--- src/rtl/core/sit4_pkg.sv ---
// ----------------------------------------------------------------------------
// Skin influence table package
// Request and response types, command and status codes, and the command and
// status groups between the controller and the datapath.
// ----------------------------------------------------------------------------
package sit4_pkg;

  localparam int unsigned DataW    = 16;
  localparam int unsigned StatusW  = 3;
  localparam int unsigned CountOutW = 3;
  localparam int unsigned DivSteps = 16;
  localparam int unsigned DivCntW  = $clog2(DivSteps);

  localparam logic [1:0] CMD_ADD   = 2'd0;
  localparam logic [1:0] CMD_ERASE = 2'd1;
  localparam logic [1:0] CMD_NORM  = 2'd2;

  localparam logic [StatusW-1:0] RS_APPENDED = 3'd0;
  localparam logic [StatusW-1:0] RS_REPLACED = 3'd1;
  localparam logic [StatusW-1:0] RS_REJECTED = 3'd2;
  localparam logic [StatusW-1:0] RS_ERASED   = 3'd3;
  localparam logic [StatusW-1:0] RS_NOTFOUND = 3'd4;
  localparam logic [StatusW-1:0] RS_NORMED   = 3'd5;
  localparam logic [StatusW-1:0] RS_EMPTY    = 3'd6;

  typedef struct packed {
    logic [1:0]       command;
    logic [DataW-1:0] joint_index;
    logic [DataW-1:0] new_weight;
  } in_req_t;

  typedef struct packed {
    logic [StatusW-1:0]   status;
    logic [DataW-1:0]     joint_out;
    logic [DataW-1:0]     weight_out;
    logic [CountOutW-1:0] entry_count;
    logic                 last;
  } out_rsp_t;

  typedef struct packed {
    logic               load_req;
    logic               scan_min;
    logic               scan_sum;
    logic               shift_up;
    logic               write_new;
    logic               cnt_inc;
    logic               cnt_dec;
    logic               div_start;
    logic               div_step;
    logic               div_write;
    logic               out_load;
    logic               out_entry;
    logic               out_last;
    logic [StatusW-1:0] out_status;
  } ctrl_t;

  typedef struct packed {
    logic [1:0] command;
    logic       full;
    logic       empty;
    logic       joint_match;
    logic       new_min;
    logic       wins;
    logic       sum_zero;
    logic       out_free;
  } stat_t;

endpackage

--- src/rtl/core/sit4_datapath.sv ---
// ----------------------------------------------------------------------------
// Skin influence table datapath
// Holds the joint and weight tables, the entry count, the minimum and sum
// accumulators, a restoring divider and the output register.
// ----------------------------------------------------------------------------
module sit4_datapath #(
  parameter int unsigned MAX_INFLUENCES = 4
) (
  input  logic                                   clk_i,
  input  logic                                   rst_ni,
  input  sit4_pkg::ctrl_t                        ctrl_i,
  input  logic [((MAX_INFLUENCES > 1) ? $clog2(MAX_INFLUENCES) : 1)-1:0] idx_i,
  output sit4_pkg::stat_t                        stat_o,
  output logic [$clog2(MAX_INFLUENCES + 1)-1:0]  count_o,
  input  sit4_pkg::in_req_t                      in_req_i,
  output logic                                   out_valid_o,
  input  logic                                   out_stall_i,
  output sit4_pkg::out_rsp_t                     out_rsp_o
);

  localparam int unsigned IdxW = (MAX_INFLUENCES > 1) ? $clog2(MAX_INFLUENCES) : 1;
  localparam int unsigned CntW = $clog2(MAX_INFLUENCES + 1);
  localparam int unsigned SumW = sit4_pkg::DataW + $clog2(MAX_INFLUENCES);
  localparam int unsigned DW   = sit4_pkg::DataW;

  logic [DW-1:0]      joint_q  [MAX_INFLUENCES];
  logic [DW-1:0]      weight_q [MAX_INFLUENCES];
  sit4_pkg::in_req_t  req_q;
  logic [CntW-1:0]    count_q;
  logic [DW-1:0]      min_w_q;
  logic [SumW-1:0]    sum_q;
  logic [SumW-1:0]    rem_q;
  logic [DW-1:0]      nb_q;
  logic [DW-1:0]      quo_q;
  logic               out_valid_q;
  sit4_pkg::out_rsp_t out_q;

  logic [IdxW-1:0]    rd_idx;
  logic [DW-1:0]      joint_rd;
  logic [DW-1:0]      weight_rd;
  logic [SumW:0]      trial;
  logic               trial_ge;
  logic               out_free;
  logic               new_min;

  assign rd_idx    = ctrl_i.shift_up ? (idx_i + IdxW'(1)) : idx_i;
  assign joint_rd  = joint_q[rd_idx];
  assign weight_rd = weight_q[rd_idx];

  assign trial    = {rem_q, nb_q[DW-1]};
  assign trial_ge = trial >= {1'b0, sum_q};

  assign out_free = !out_valid_q || !out_stall_i;
  assign new_min  = (idx_i == '0) || (weight_rd < min_w_q);

  always_ff @(posedge clk_i) begin
    if (ctrl_i.shift_up) begin
      joint_q[idx_i]  <= joint_rd;
      weight_q[idx_i] <= weight_rd;
    end else if (ctrl_i.write_new) begin
      joint_q[idx_i]  <= req_q.joint_index;
      weight_q[idx_i] <= req_q.new_weight;
    end else if (ctrl_i.div_write) begin
      weight_q[idx_i] <= quo_q;
    end
  end

  always_ff @(posedge clk_i or negedge rst_ni) begin
    if (!rst_ni) begin
      count_q <= '0;
    end else if (ctrl_i.cnt_inc) begin
      count_q <= count_q + CntW'(1);
    end else if (ctrl_i.cnt_dec) begin
      count_q <= count_q - CntW'(1);
    end
  end

  always_ff @(posedge clk_i) begin
    if (ctrl_i.load_req) begin
      req_q <= in_req_i;
    end
    if (ctrl_i.scan_min && new_min) begin
      min_w_q <= weight_rd;
    end
    if (ctrl_i.scan_sum) begin
      sum_q <= ((idx_i == '0) ? '0 : sum_q) + SumW'(weight_rd);
    end
    if (ctrl_i.div_start) begin
      rem_q <= SumW'(weight_rd[DW-1:1]);
      nb_q  <= {weight_rd[0], {(DW-1){1'b0}}};
      quo_q <= '0;
    end else if (ctrl_i.div_step) begin
      rem_q <= trial_ge ? SumW'(trial - {1'b0, sum_q}) : trial[SumW-1:0];
      nb_q  <= {nb_q[DW-2:0], 1'b0};
      quo_q <= {quo_q[DW-2:0], trial_ge};
    end
  end

  always_ff @(posedge clk_i or negedge rst_ni) begin
    if (!rst_ni) begin
      out_valid_q <= 1'b0;
    end else if (ctrl_i.out_load) begin
      out_valid_q <= 1'b1;
    end else if (!out_stall_i) begin
      out_valid_q <= 1'b0;
    end
  end

  always_ff @(posedge clk_i) begin
    if (ctrl_i.out_load) begin
      out_q.status      <= ctrl_i.out_status;
      out_q.joint_out   <= ctrl_i.out_entry ? joint_rd : '0;
      out_q.weight_out  <= ctrl_i.out_entry ? weight_rd : '0;
      out_q.entry_count <= sit4_pkg::CountOutW'(count_q);
      out_q.last        <= ctrl_i.out_last;
    end
  end

  assign stat_o.command     = req_q.command;
  assign stat_o.full        = count_q == CntW'(MAX_INFLUENCES);
  assign stat_o.empty       = count_q == '0;
  assign stat_o.joint_match = joint_rd == req_q.joint_index;
  assign stat_o.new_min     = new_min;
  assign stat_o.wins        = req_q.new_weight > min_w_q;
  assign stat_o.sum_zero    = sum_q == '0;
  assign stat_o.out_free    = out_free;

  assign count_o     = count_q;
  assign out_valid_o = out_valid_q;
  assign out_rsp_o   = out_q;

endmodule

--- src/rtl/core/sit4_controller.sv ---
// ----------------------------------------------------------------------------
// Skin influence table controller
// Sequences add, erase and normalize requests over the datapath, scanning
// and shifting one entry per cycle and dividing one quotient bit per cycle.
// ----------------------------------------------------------------------------
module sit4_controller #(
  parameter int unsigned MAX_INFLUENCES = 4
) (
  input  logic                                   clk_i,
  input  logic                                   rst_ni,
  input  logic                                   in_valid_i,
  output logic                                   in_stall_o,
  input  sit4_pkg::stat_t                        stat_i,
  input  logic [$clog2(MAX_INFLUENCES + 1)-1:0]  count_i,
  output sit4_pkg::ctrl_t                        ctrl_o,
  output logic [((MAX_INFLUENCES > 1) ? $clog2(MAX_INFLUENCES) : 1)-1:0] idx_o
);

  localparam int unsigned IdxW = (MAX_INFLUENCES > 1) ? $clog2(MAX_INFLUENCES) : 1;
  localparam int unsigned CntW = $clog2(MAX_INFLUENCES + 1);

  typedef enum logic [9:0] {
    S_IDLE     = 10'b00_0000_0001,
    S_DISPATCH = 10'b00_0000_0010,
    S_SCAN     = 10'b00_0000_0100,
    S_DECIDE   = 10'b00_0000_1000,
    S_SHIFT    = 10'b00_0001_0000,
    S_NLOAD    = 10'b00_0010_0000,
    S_DIV      = 10'b00_0100_0000,
    S_DIVWR    = 10'b00_1000_0000,
    S_EMIT     = 10'b01_0000_0000,
    S_RESULT   = 10'b10_0000_0000
  } state_e;

  state_e                         state_q, state_d;
  logic [IdxW-1:0]                ptr_q, ptr_d;
  logic [IdxW-1:0]                mpos_q, mpos_d;
  logic [sit4_pkg::DivCntW-1:0]   divcnt_q, divcnt_d;
  logic [sit4_pkg::StatusW-1:0]   rsp_q, rsp_d;
  logic                           is_last;

  assign is_last    = (CntW'(ptr_q) + CntW'(1)) == count_i;
  assign in_stall_o = state_q != S_IDLE;

  always_comb begin
    state_d  = state_q;
    ptr_d    = ptr_q;
    mpos_d   = mpos_q;
    divcnt_d = divcnt_q;
    rsp_d    = rsp_q;
    ctrl_o   = '0;
    idx_o    = ptr_q;
    unique case (state_q)
      S_IDLE: begin
        if (in_valid_i) begin
          ctrl_o.load_req = 1'b1;
          state_d         = S_DISPATCH;
        end
      end
      S_DISPATCH: begin
        ptr_d = '0;
        unique case (stat_i.command)
          sit4_pkg::CMD_ADD: begin
            if (!stat_i.full) begin
              idx_o            = IdxW'(count_i);
              ctrl_o.write_new = 1'b1;
              ctrl_o.cnt_inc   = 1'b1;
              rsp_d            = sit4_pkg::RS_APPENDED;
              state_d          = S_RESULT;
            end else begin
              state_d = S_SCAN;
            end
          end
          sit4_pkg::CMD_ERASE: begin
            if (stat_i.empty) begin
              rsp_d   = sit4_pkg::RS_NOTFOUND;
              state_d = S_RESULT;
            end else begin
              state_d = S_SCAN;
            end
          end
          sit4_pkg::CMD_NORM: begin
            if (stat_i.empty) begin
              rsp_d   = sit4_pkg::RS_EMPTY;
              state_d = S_RESULT;
            end else begin
              state_d = S_SCAN;
            end
          end
          default: begin
            state_d = S_IDLE;
          end
        endcase
      end
      S_SCAN: begin
        unique case (stat_i.command)
          sit4_pkg::CMD_ADD: begin
            ctrl_o.scan_min = 1'b1;
            if (stat_i.new_min) begin
              mpos_d = ptr_q;
            end
            if (is_last) begin
              state_d = S_DECIDE;
            end else begin
              ptr_d = ptr_q + IdxW'(1);
            end
          end
          sit4_pkg::CMD_ERASE: begin
            if (stat_i.joint_match) begin
              state_d = S_SHIFT;
            end else if (is_last) begin
              rsp_d   = sit4_pkg::RS_NOTFOUND;
              state_d = S_RESULT;
            end else begin
              ptr_d = ptr_q + IdxW'(1);
            end
          end
          default: begin
            ctrl_o.scan_sum = 1'b1;
            if (is_last) begin
              ptr_d   = '0;
              state_d = S_NLOAD;
            end else begin
              ptr_d = ptr_q + IdxW'(1);
            end
          end
        endcase
      end
      S_DECIDE: begin
        if (stat_i.wins) begin
          ptr_d   = mpos_q;
          state_d = S_SHIFT;
        end else begin
          rsp_d   = sit4_pkg::RS_REJECTED;
          state_d = S_RESULT;
        end
      end
      S_SHIFT: begin
        if (!is_last) begin
          ctrl_o.shift_up = 1'b1;
          ptr_d           = ptr_q + IdxW'(1);
        end else begin
          if (stat_i.command == sit4_pkg::CMD_ADD) begin
            ctrl_o.write_new = 1'b1;
            rsp_d            = sit4_pkg::RS_REPLACED;
          end else begin
            ctrl_o.cnt_dec = 1'b1;
            rsp_d          = sit4_pkg::RS_ERASED;
          end
          state_d = S_RESULT;
        end
      end
      S_NLOAD: begin
        if (stat_i.sum_zero) begin
          state_d = S_EMIT;
        end else begin
          ctrl_o.div_start = 1'b1;
          divcnt_d         = '0;
          state_d          = S_DIV;
        end
      end
      S_DIV: begin
        ctrl_o.div_step = 1'b1;
        divcnt_d        = divcnt_q + sit4_pkg::DivCntW'(1);
        if (divcnt_q == sit4_pkg::DivCntW'(sit4_pkg::DivSteps - 1)) begin
          state_d = S_DIVWR;
        end
      end
      S_DIVWR: begin
        ctrl_o.div_write = 1'b1;
        state_d          = S_EMIT;
      end
      S_EMIT: begin
        if (stat_i.out_free) begin
          ctrl_o.out_load   = 1'b1;
          ctrl_o.out_entry  = 1'b1;
          ctrl_o.out_status = sit4_pkg::RS_NORMED;
          ctrl_o.out_last   = is_last;
          if (is_last) begin
            state_d = S_IDLE;
          end else begin
            ptr_d   = ptr_q + IdxW'(1);
            state_d = S_NLOAD;
          end
        end
      end
      S_RESULT: begin
        if (stat_i.out_free) begin
          ctrl_o.out_load   = 1'b1;
          ctrl_o.out_status = rsp_q;
          ctrl_o.out_last   = 1'b1;
          state_d           = S_IDLE;
        end
      end
      default: begin
        state_d = S_IDLE;
      end
    endcase
  end

  always_ff @(posedge clk_i or negedge rst_ni) begin
    if (!rst_ni) begin
      state_q  <= S_IDLE;
      ptr_q    <= '0;
      mpos_q   <= '0;
      divcnt_q <= '0;
      rsp_q    <= sit4_pkg::RS_APPENDED;
    end else begin
      state_q  <= state_d;
      ptr_q    <= ptr_d;
      mpos_q   <= mpos_d;
      divcnt_q <= divcnt_d;
      rsp_q    <= rsp_d;
    end
  end

endmodule

--- src/rtl/core/skin_influence_top4_table.sv ---
// ----------------------------------------------------------------------------
// Skin influence table, top level
// Keeps up to MAX_INFLUENCES joint and weight pairs with add, erase and
// normalize requests.
// ----------------------------------------------------------------------------
// A request enters on in_req_i when in_valid_i is high and in_stall_o is low.
// The block takes one request at a time and holds in_stall_o high until the
// last response of that request has been loaded into the output register.
// Responses leave on out_rsp_o when out_valid_o is high and out_stall_i is
// low; the output register lets the next request enter while a response
// still waits.
// Add on a table that is not full and requests on an empty table go from
// dispatch straight to the result. Add on a full table and erase scan the
// held entries one per cycle and close gaps one entry per cycle. Normalize
// sums the entries, then divides each entry with a restoring divider that
// produces one quotient bit per cycle; a zero sum skips the division.
// Stalls on the output side hold the block in its emit and result states.
// Reset empties the table and clears out_valid_o; entry contents are
// not cleared. Unused command codes are dropped without a response.
// ----------------------------------------------------------------------------
module skin_influence_top4_table #(
  parameter int unsigned MAX_INFLUENCES = 4
) (
  input  logic               clk_i,
  input  logic               rst_ni,
  input  logic               in_valid_i,
  output logic               in_stall_o,
  input  sit4_pkg::in_req_t  in_req_i,
  output logic               out_valid_o,
  input  logic               out_stall_i,
  output sit4_pkg::out_rsp_t out_rsp_o
);

  localparam int unsigned IdxW = (MAX_INFLUENCES > 1) ? $clog2(MAX_INFLUENCES) : 1;
  localparam int unsigned CntW = $clog2(MAX_INFLUENCES + 1);

  sit4_pkg::ctrl_t ctrl;
  sit4_pkg::stat_t stat;
  logic [IdxW-1:0] idx;
  logic [CntW-1:0] count;

  sit4_controller #(
    .MAX_INFLUENCES(MAX_INFLUENCES)
  ) u_controller (
    .clk_i     (clk_i),
    .rst_ni    (rst_ni),
    .in_valid_i(in_valid_i),
    .in_stall_o(in_stall_o),
    .stat_i    (stat),
    .count_i   (count),
    .ctrl_o    (ctrl),
    .idx_o     (idx)
  );

  sit4_datapath #(
    .MAX_INFLUENCES(MAX_INFLUENCES)
  ) u_datapath (
    .clk_i      (clk_i),
    .rst_ni     (rst_ni),
    .ctrl_i     (ctrl),
    .idx_i      (idx),
    .stat_o     (stat),
    .count_o    (count),
    .in_req_i   (in_req_i),
    .out_valid_o(out_valid_o),
    .out_stall_i(out_stall_i),
    .out_rsp_o  (out_rsp_o)
  );

  assert property (@(posedge clk_i) disable iff (!rst_ni)
    out_valid_o && !out_rsp_o.last |-> out_rsp_o.status == sit4_pkg::RS_NORMED)
    else $error("Only normalized entries may be followed by more responses.");

  assert property (@(posedge clk_i) disable iff (!rst_ni)
    ctrl.out_load |-> (!out_valid_o || !out_stall_i))
    else $error("A response was loaded over one that is still waiting.");

  assert property (@(posedge clk_i) disable iff (!rst_ni)
    count <= CntW'(MAX_INFLUENCES))
    else $error("The entry count exceeds the table size.");

  assert property (@(posedge clk_i) disable iff (!rst_ni)
    ctrl.out_load |-> in_stall_o)
    else $error("A response was produced while requests were being taken.");

endmodule

--- config.mk ---
export PLATFORM = sky130hd
export DESIGN_NAME = skin_influence_top4_table
export DESIGN_NICKNAME = d
export VERILOG_FILES = /design/src/rtl/core/sit4_pkg.sv /design/src/rtl/core/sit4_datapath.sv /design/src/rtl/core/sit4_controller.sv /design/src/rtl/core/skin_influence_top4_table.sv
export SDC_FILE = /design/constraint.sdc
export NUM_CORES = 1
export LEC_CHECK = 0
export BUFFER_PORTS_ARGS = -buffer_cell sky130_fd_sc_hd__buf_2
export CELL_PAD_IN_SITES_DETAIL_PLACEMENT = 0
export CELL_PAD_IN_SITES_GLOBAL_PLACEMENT = 1
export CORE_ASPECT_RATIO = 1.1
export CORE_UTILIZATION = 45
export DETAILED_ROUTE_END_ITERATION = 10
export PLACE_DENSITY_LB_ADDON = 0.12
export SLEW_MARGIN = 25
export SYNTH_ARGS = -nofsm -noshare
export SYNTH_HDL_FRONTEND = slang
export SYNTH_SLANG_ARGS = --single-unit
export TNS_END_PERCENT = 50
--- constraint.sdc ---
create_clock -name clk_i -period 9.1 [get_ports clk_i]
set_clock_uncertainty 0.2 [all_clocks]
set_input_delay 0.91 -clock clk_i [delete_from_list [all_inputs] [get_ports clk_i]]
set_output_delay 0.91 -clock clk_i [all_outputs]
set_load 0.02 [all_outputs]
## Word level (Yosys, flattened, before mapping)

Memories as Yosys holds them, arrays and structs flattened.
Cells that the tools add are included.

- Flip-flop bits (word level): 167
- Bits in latches: 0
- RAM bits: 128
- ROM bits: 0
- Input bits: 38
- Output and inout bits: 41
- Memories: 2

- Add/sub/neg operators: 8
- $mul: 0
- Divide/modulo/power cells: 0
- $lt $le $gt $ge: 3
- Equality and inequality tests: 36
- Shift operators: 0
- Muxes and demuxes: 87
- Bitwise gates (word level): 3
- Reduce and logical (&&, ||, !) cells: 21

Memory list:

| name | depth | bits a word | rd ports | clocked after memory_dff | write ports | line | source |
|---|---|---|---|---|---|---|---|
| u_datapath.joint_q | 4 | 16 | 1 | 0 | 1 | sit4_datapath.sv:26 | `logic [DW-1:0] joint_q [MAX_INFLUENCES];` |
| u_datapath.weight_q | 4 | 16 | 1 | 0 | 1 | sit4_datapath.sv:27 | `logic [DW-1:0] weight_q [MAX_INFLUENCES];` |

Operator list:

| cell | count |
|---|---|
| 10-bit 2-to-1 mux | 11 |
| 10-bit one-hot mux with 10 select lines | 1 |
| 16-bit 2-to-1 mux | 5 |
| 10-bit one-hot mux with 2 select lines | 2 |
| 18-bit 2-to-1 mux | 2 |
| 15-bit 2-to-1 mux | 2 |
| 3-bit 2-to-1 mux | 10 |
| 1-bit 2-to-1 mux | 28 |
| 2-bit 2-to-1 mux | 13 |
| 19-bit by 18-bit >= comparator with 1-bit output | 1 |
| 18-bit by 16-bit adder with 18-bit output | 1 |
| 18-bit logical NOT | 1 |
| 18-bit subtractor | 1 |
| 16-bit == test | 1 |
| 16-bit greater-than comparator | 1 |
| 16-bit < comparator | 1 |
| 4-bit one-hot mux with 2 select lines | 2 |
| 6-bit 2-to-1 mux | 2 |
| 2-bit by 1-bit != test with 1-bit output (second input constant) | 6 |
| 2-bit != test (second input constant) | 6 |
| 3-bit != test (second input constant) | 4 |
| 3-bit one-hot mux with 4 select lines | 1 |
| 10-bit by 1-bit == test with 1-bit output (second input constant) | 1 |
| 10-bit == test (second input constant) | 1 |
| other kinds (42) | 54 |

## Longest topological paths before layout

An unclocked memory read counts as a cell.

- Word-level depth: 11
- Gate-level depth with buffers: 26
- Gate-level depth less buffers: 22

## Cells and area by module

A second synthesis with hierarchy kept.

- Cells, all modules: 1157
- Area total of the unflattened synthesis: 14940.6 um^2

Modules (own cells, without submodules):

| module | times used | cells each | area each (um^2) | seq. area each (um^2) |
|---|---|---|---|---|
| sit4_datapath | 1 | 955 | 13249.0 | 8017.7 |
| sit4_controller | 1 | 202 | 1691.6 | 526.8 |

## Worst setup path after synthesis

No wires, ideal clock.

- Path kind: register to register
- Start: register u_controller.state_q[3]
- End: register u_datapath.sum_q[16] (data pin)
- Library setup time: 0.258 ns
- Arrival: 6.377 ns
- Data required time: 8.642 ns
- Setup slack: 2.265 ns
- Stages on the path, launching flop included: 26
- Buffers on the path: 6
- Cell sequence: dfrtp_1 or4_1 buf_2 o41a_1 nor2_4 buf_6 buf_4 ha_1 clkbuf_1 nand3_1 nand2_1 buf_2 buf_1 mux4_2 fa_1 a21o_1 a21oi_1 o21bai_1 a21oi_1 o21ai_0 and2_1 o31a_1 o41ai_1 o211ai_1 a21oi_1 xnor2_1

- Word-level cells in the longest chain between the ends: 6

Ends and longest elaborated chain:

| item | line | source |
|---|---|---|
| start, declared | sit4_controller.sv:35 | `state_e state_q, state_d;` |
| start signal, assigned | sit4_controller.sv:209 | `state_q <= state_d;` |
| 10-bit by 2-bit == test with 1-bit output | sit4_controller.sv:53 | `unique case (state_q)` |
| 2-bit 2-to-1 mux | sit4_controller.sv:53 |  |
| 2-bit by 1-bit adder with 2-bit output | sit4_datapath.sv:46 | `assign rd_idx = ctrl_i.shift_up ? (idx_i + IdxW'(1)) : idx_i;` |
| 2-bit 2-to-1 mux * | sit4_datapath.sv:46 |  |
| memory read 4 x 16 bit * | - |  |
| via u_datapath.weight_rd[1] | sit4_datapath.sv:40 | `logic [DW-1:0] weight_rd;` |
| 18-bit by 16-bit adder with 18-bit output * | sit4_datapath.sv:86 | `sum_q <= ((idx_i == '0) ? '0 : sum_q) + SumW'(weight_rd);` |
| end signal, assigned | sit4_datapath.sv:86 |  |
| end, declared | sit4_datapath.sv:31 | `logic [SumW-1:0] sum_q;` |

The timed path passes the listed nets; every way through them passes the cells marked *.
A chain may end at the register's enable or synchronous reset.

## Worst setup path in the final report

- Start: register u_datapath.req_q (netlist bit u_datapath.stat_o[8])
- End: register u_datapath.sum_q[16] (data pin)

- Word-level cells in the longest chain between the ends: 7

Ends and longest elaborated chain:

| item | line | source |
|---|---|---|
| start, declared | sit4_datapath.sv:28 | `sit4_pkg::in_req_t req_q;` |
| start signal, assigned | sit4_datapath.sv:80 | `req_q <= in_req_i;` |
| 2-bit logical NOT * | sit4_controller.sv:62 | `unique case (stat_i.command)` |
| 2-bit 2-to-1 mux * | sit4_controller.sv:62 |  |
| 2-bit 2-to-1 mux * | sit4_controller.sv:53 |  |
| 2-bit by 1-bit adder with 2-bit output | sit4_datapath.sv:46 |  |
| 2-bit 2-to-1 mux * | sit4_datapath.sv:46 |  |
| memory read 4 x 16 bit * | - |  |
| via u_datapath.weight_rd[0] | sit4_datapath.sv:40 |  |
| 18-bit by 16-bit adder with 18-bit output * | sit4_datapath.sv:86 |  |

Marked as above.

==> flow_summary.ini <==
[outcome]
status = finished, final reports clean

[clock_network]
postCtsSetupRepairBufs = 0
postCtsHoldBufs = 0
ctsHtreeMaxLevel = 2
cts_resized = 0
max-clock-path-buffers = 3
clkTransAtPathRegs_ns = 0.06
cts_tree = yes
cts_sinks = 295
cts_buffers = 34
clock-root-buffer = clkbuf_16
clk_latency_ns = 0.53

[timing]
whs_ns = 0.1870
finalSetupViolations = 0
rsz0062_at_grt = no
slew-limit-headroom_pct = 35.18
tns_ns = 0
max_slew.worst_pin.slew_ns = 0.9723
final-max-slew-violation-count = 0
setup_slack_ns = 1.273
max_freq_mhz = 127.8
hold_viol_final = 0
finalCritPeriodShare_pct = 86.02
fin_crit_ns = 7.827

[logic_synthesis]
async_reset_ff_share_pct = 8.475
synth_top_family_by_area = simple AND/OR/NAND/NOR gates
muxShareOfSynthArea_pct = 6.677
ys_seq_elements = 295
ys_seq_area_share_pct = 56.50
yosysWarnings = 0
synth_top_area_share_pct = 49.84
avgSynthCellArea_um2 = 11.84
synth_area_um2 = 15120
synthCells = 1277
ys.flop_type = edfxtp_1
synth_area_leaders = edfxtp_1 50%, ha_1 6.4%, dfrtp_1 4.0%
synth_compound_area_share_pct = 11.01
synth_edf_count = 251
synth.distinct_cells = 75
synth-simple-area-share_pct = 13.57
synth_top_area_cell = edfxtp_1
synth_adder_area_share_pct = 6.768
syn_nets = 1395
synth_xor_area_share_pct = 2.606

[job]
cap_violations = 0

[critical_path]
crit_fanout = 22
slowest_delay_ns = 0.63
reg2reg_setup_slack_ns = 1.27
cp_slowest_cell = o41ai_1
cp.arrival_ns = 7.90
path_class = register to register
cp.required_ns = 9.18
rr_worst_depth = 23
endpoint_kind = register
reg2reg_from = u_datapath.stat_o[8]
cp_cell_sequence = inv_1 > ha_1 > nand4bb_1 > o41a_1 > nor2_4 > buf_4 > ha_1 > nand3_1 > nand2_1 > mux4_2 > ha_1 > fa_1 > a21o_1 > a21oi_1 > o21bai_1 > a21oi_1 > o21ai_0 > and2_1 > o31a_1 > o41ai_1 > o211ai_1 > a21oi_1 > xnor2_1
cp-start-kind = register
worstSetupStartpoint = u_datapath.stat_o[8]
worstReg2RegEnd = u_datapath.sum_q[16]

[power]
p_leak_nw = 6.792
power.density_nw_per_um2 = 283.7
p_total_mw = 4.877
irDropWorstVdd_uv = 150.5

[floorplanning]
die_height_um = 194.3
dieArea_um2 = 34350
core_um2 = 33190
ios = 79
chipWidth_um = 176.8
start_util_pct = 45.56
rows = 70

[global_route]
grt_antenna_before_repair = 1
grt_pass1_wl_mm = 59.34
grt_pass1_vias = 10463
grt_max_degree = 49
grt_usage_pct = 22.97
gr-total-overflow = 0

[route]
drc_errors = 0
via_per_inst = 5.684
drtIter0Drc = 634
vias = 10362
m1WireLength_mm = 16.38
dr.pass1.iters = 4
routedWlPerCell_um = 21.17
routed_wl_mm = 38.60
dr.max_layer_used = met4
antenna_left = 0
wl_met2_mm = 19.57
met3_length_mm = 1.413

[finish]
layoutNonFillerInstCount = 1823
drive_gt1_share_pct = 13.74
post-route-util_pct = 51.79
area_growth_syn_to_layout_pct = 13.68
stdcell_area_um2 = 17190
fin_nets = 1482
final_cell_mix = 251 x edfxtp_1, 116 x nand2_1, 97 x nor2_1, 78 x buf_2, 76 x ha_1
final_common_cell = edfxtp_1

[placement]
io_buffers = 78
dp_hpwl_mm = 28.04
place.gp.congestion = 0.8545
placed_area_um2 = 16050
dpl_worst_slack_ns = 1.354
place_inst = 1760

[hold_path]
holdCritPathClass = input port to async pin
## flip-flops by register name, indices dropped and copies added (netlist names)
| name | flops |
|---|---|
| u_datapath.min_w_q | 16 |
| u_datapath.sum_q | 18 |
| u_datapath.count_o | 3 |
| u_datapath.nb_q | 1 |
| u_datapath.stat_o | 2 |
| u_datapath.joint_q | 64 |
| u_datapath.weight_q | 64 |
| u_datapath.quo_q | 16 |
| u_datapath.req_q | 32 |
| u_controller.mpos_q | 2 |
| u_controller.ptr_q | 2 |
| u_datapath.out_rsp_o | 39 |
| u_datapath.out_valid_o | 1 |
| u_controller.rsp_q | 3 |
| u_controller.state_q | 10 |
| u_datapath.rem_q | 18 |
| u_controller.divcnt_q | 4 |
## critical path, delay by kind of cell, from the launching register on
family | cells | cell delay [ns]
AOI/OAI and AO/OA | 10 | 2.71
DFF | 1 | 0.44
muxes | 1 | 0.47
and+or+nand+nor | 5 | 1.51
xor gates and xnor gates | 1 | 0.08
buffers and inverters | 2 | 0.43
adders and majority gates | 4 | 1.71
## layout make-up
class / instances / area, µm²
fill: 2935 / 16000
sequential: 295 / 8544
multi-input combinational: 871 / 6187
clock buffer: 47 / 940.9
timing repair buffer: 99 / 548.0
tap: 432 / 540.5
inverter: 63 / 236.5
clock inverter: 15 / 192.7
antenna: 1 / 2.502
## cell families after synthesis
logic type	Yosys count
flip-flops	295
buffers and inverters	111
multiplexers	80
XOR/XNOR	45
AND/OR/NAND/NOR	412
adder cells (fa/ha/maj)	80
AO/OA/AOI/OAI	254
## power breakdown
part	switching (mW)	total, mW	leakage [nW]	internal (mW)
combinational	1.05	1.69	3.41	0.635
sequential	0.0743	1.80	2.83	1.73
clock	0.545	1.39	0.550	0.842
total	1.67	4.88	6.79	3.21
## layer usage
layer | vias up | GRT usage [%]
met5 | - | 0
met4 | 0 | 8.206
met3 | 71 | 3.353
met2 | 221 | 40.76
met1 | 5100 | 28.14
li1 | 4970 | -
## cells in the mapped netlist, drive strengths merged, types with 31 or more instances
cell / number
clkbuf: 38
o21ai: 66
mux2i: 57
xnor2: 31
nand2: 116
nand3: 43
ha: 77
edfxtp: 251
nor2: 100
a21oi: 59
inv: 63
and2: 35
## how the worst max path moves through the flow
stage	end	slack, ns	cells after the start
3_5_place_dp	u_datapath.sum_q[16]	1.35	23
5_1_grt	u_datapath.sum_q[16]	0.73	23
3_3_place_gp	u_datapath.sum_q[16]	1.56	23
6_report	u_datapath.sum_q[16]	1.27	23
2_1_floorplan	u_datapath.sum_q[16]	2.27	25
4_1_cts	u_datapath.sum_q[16]	1.30	23
(Power assumes the default switching activity.)
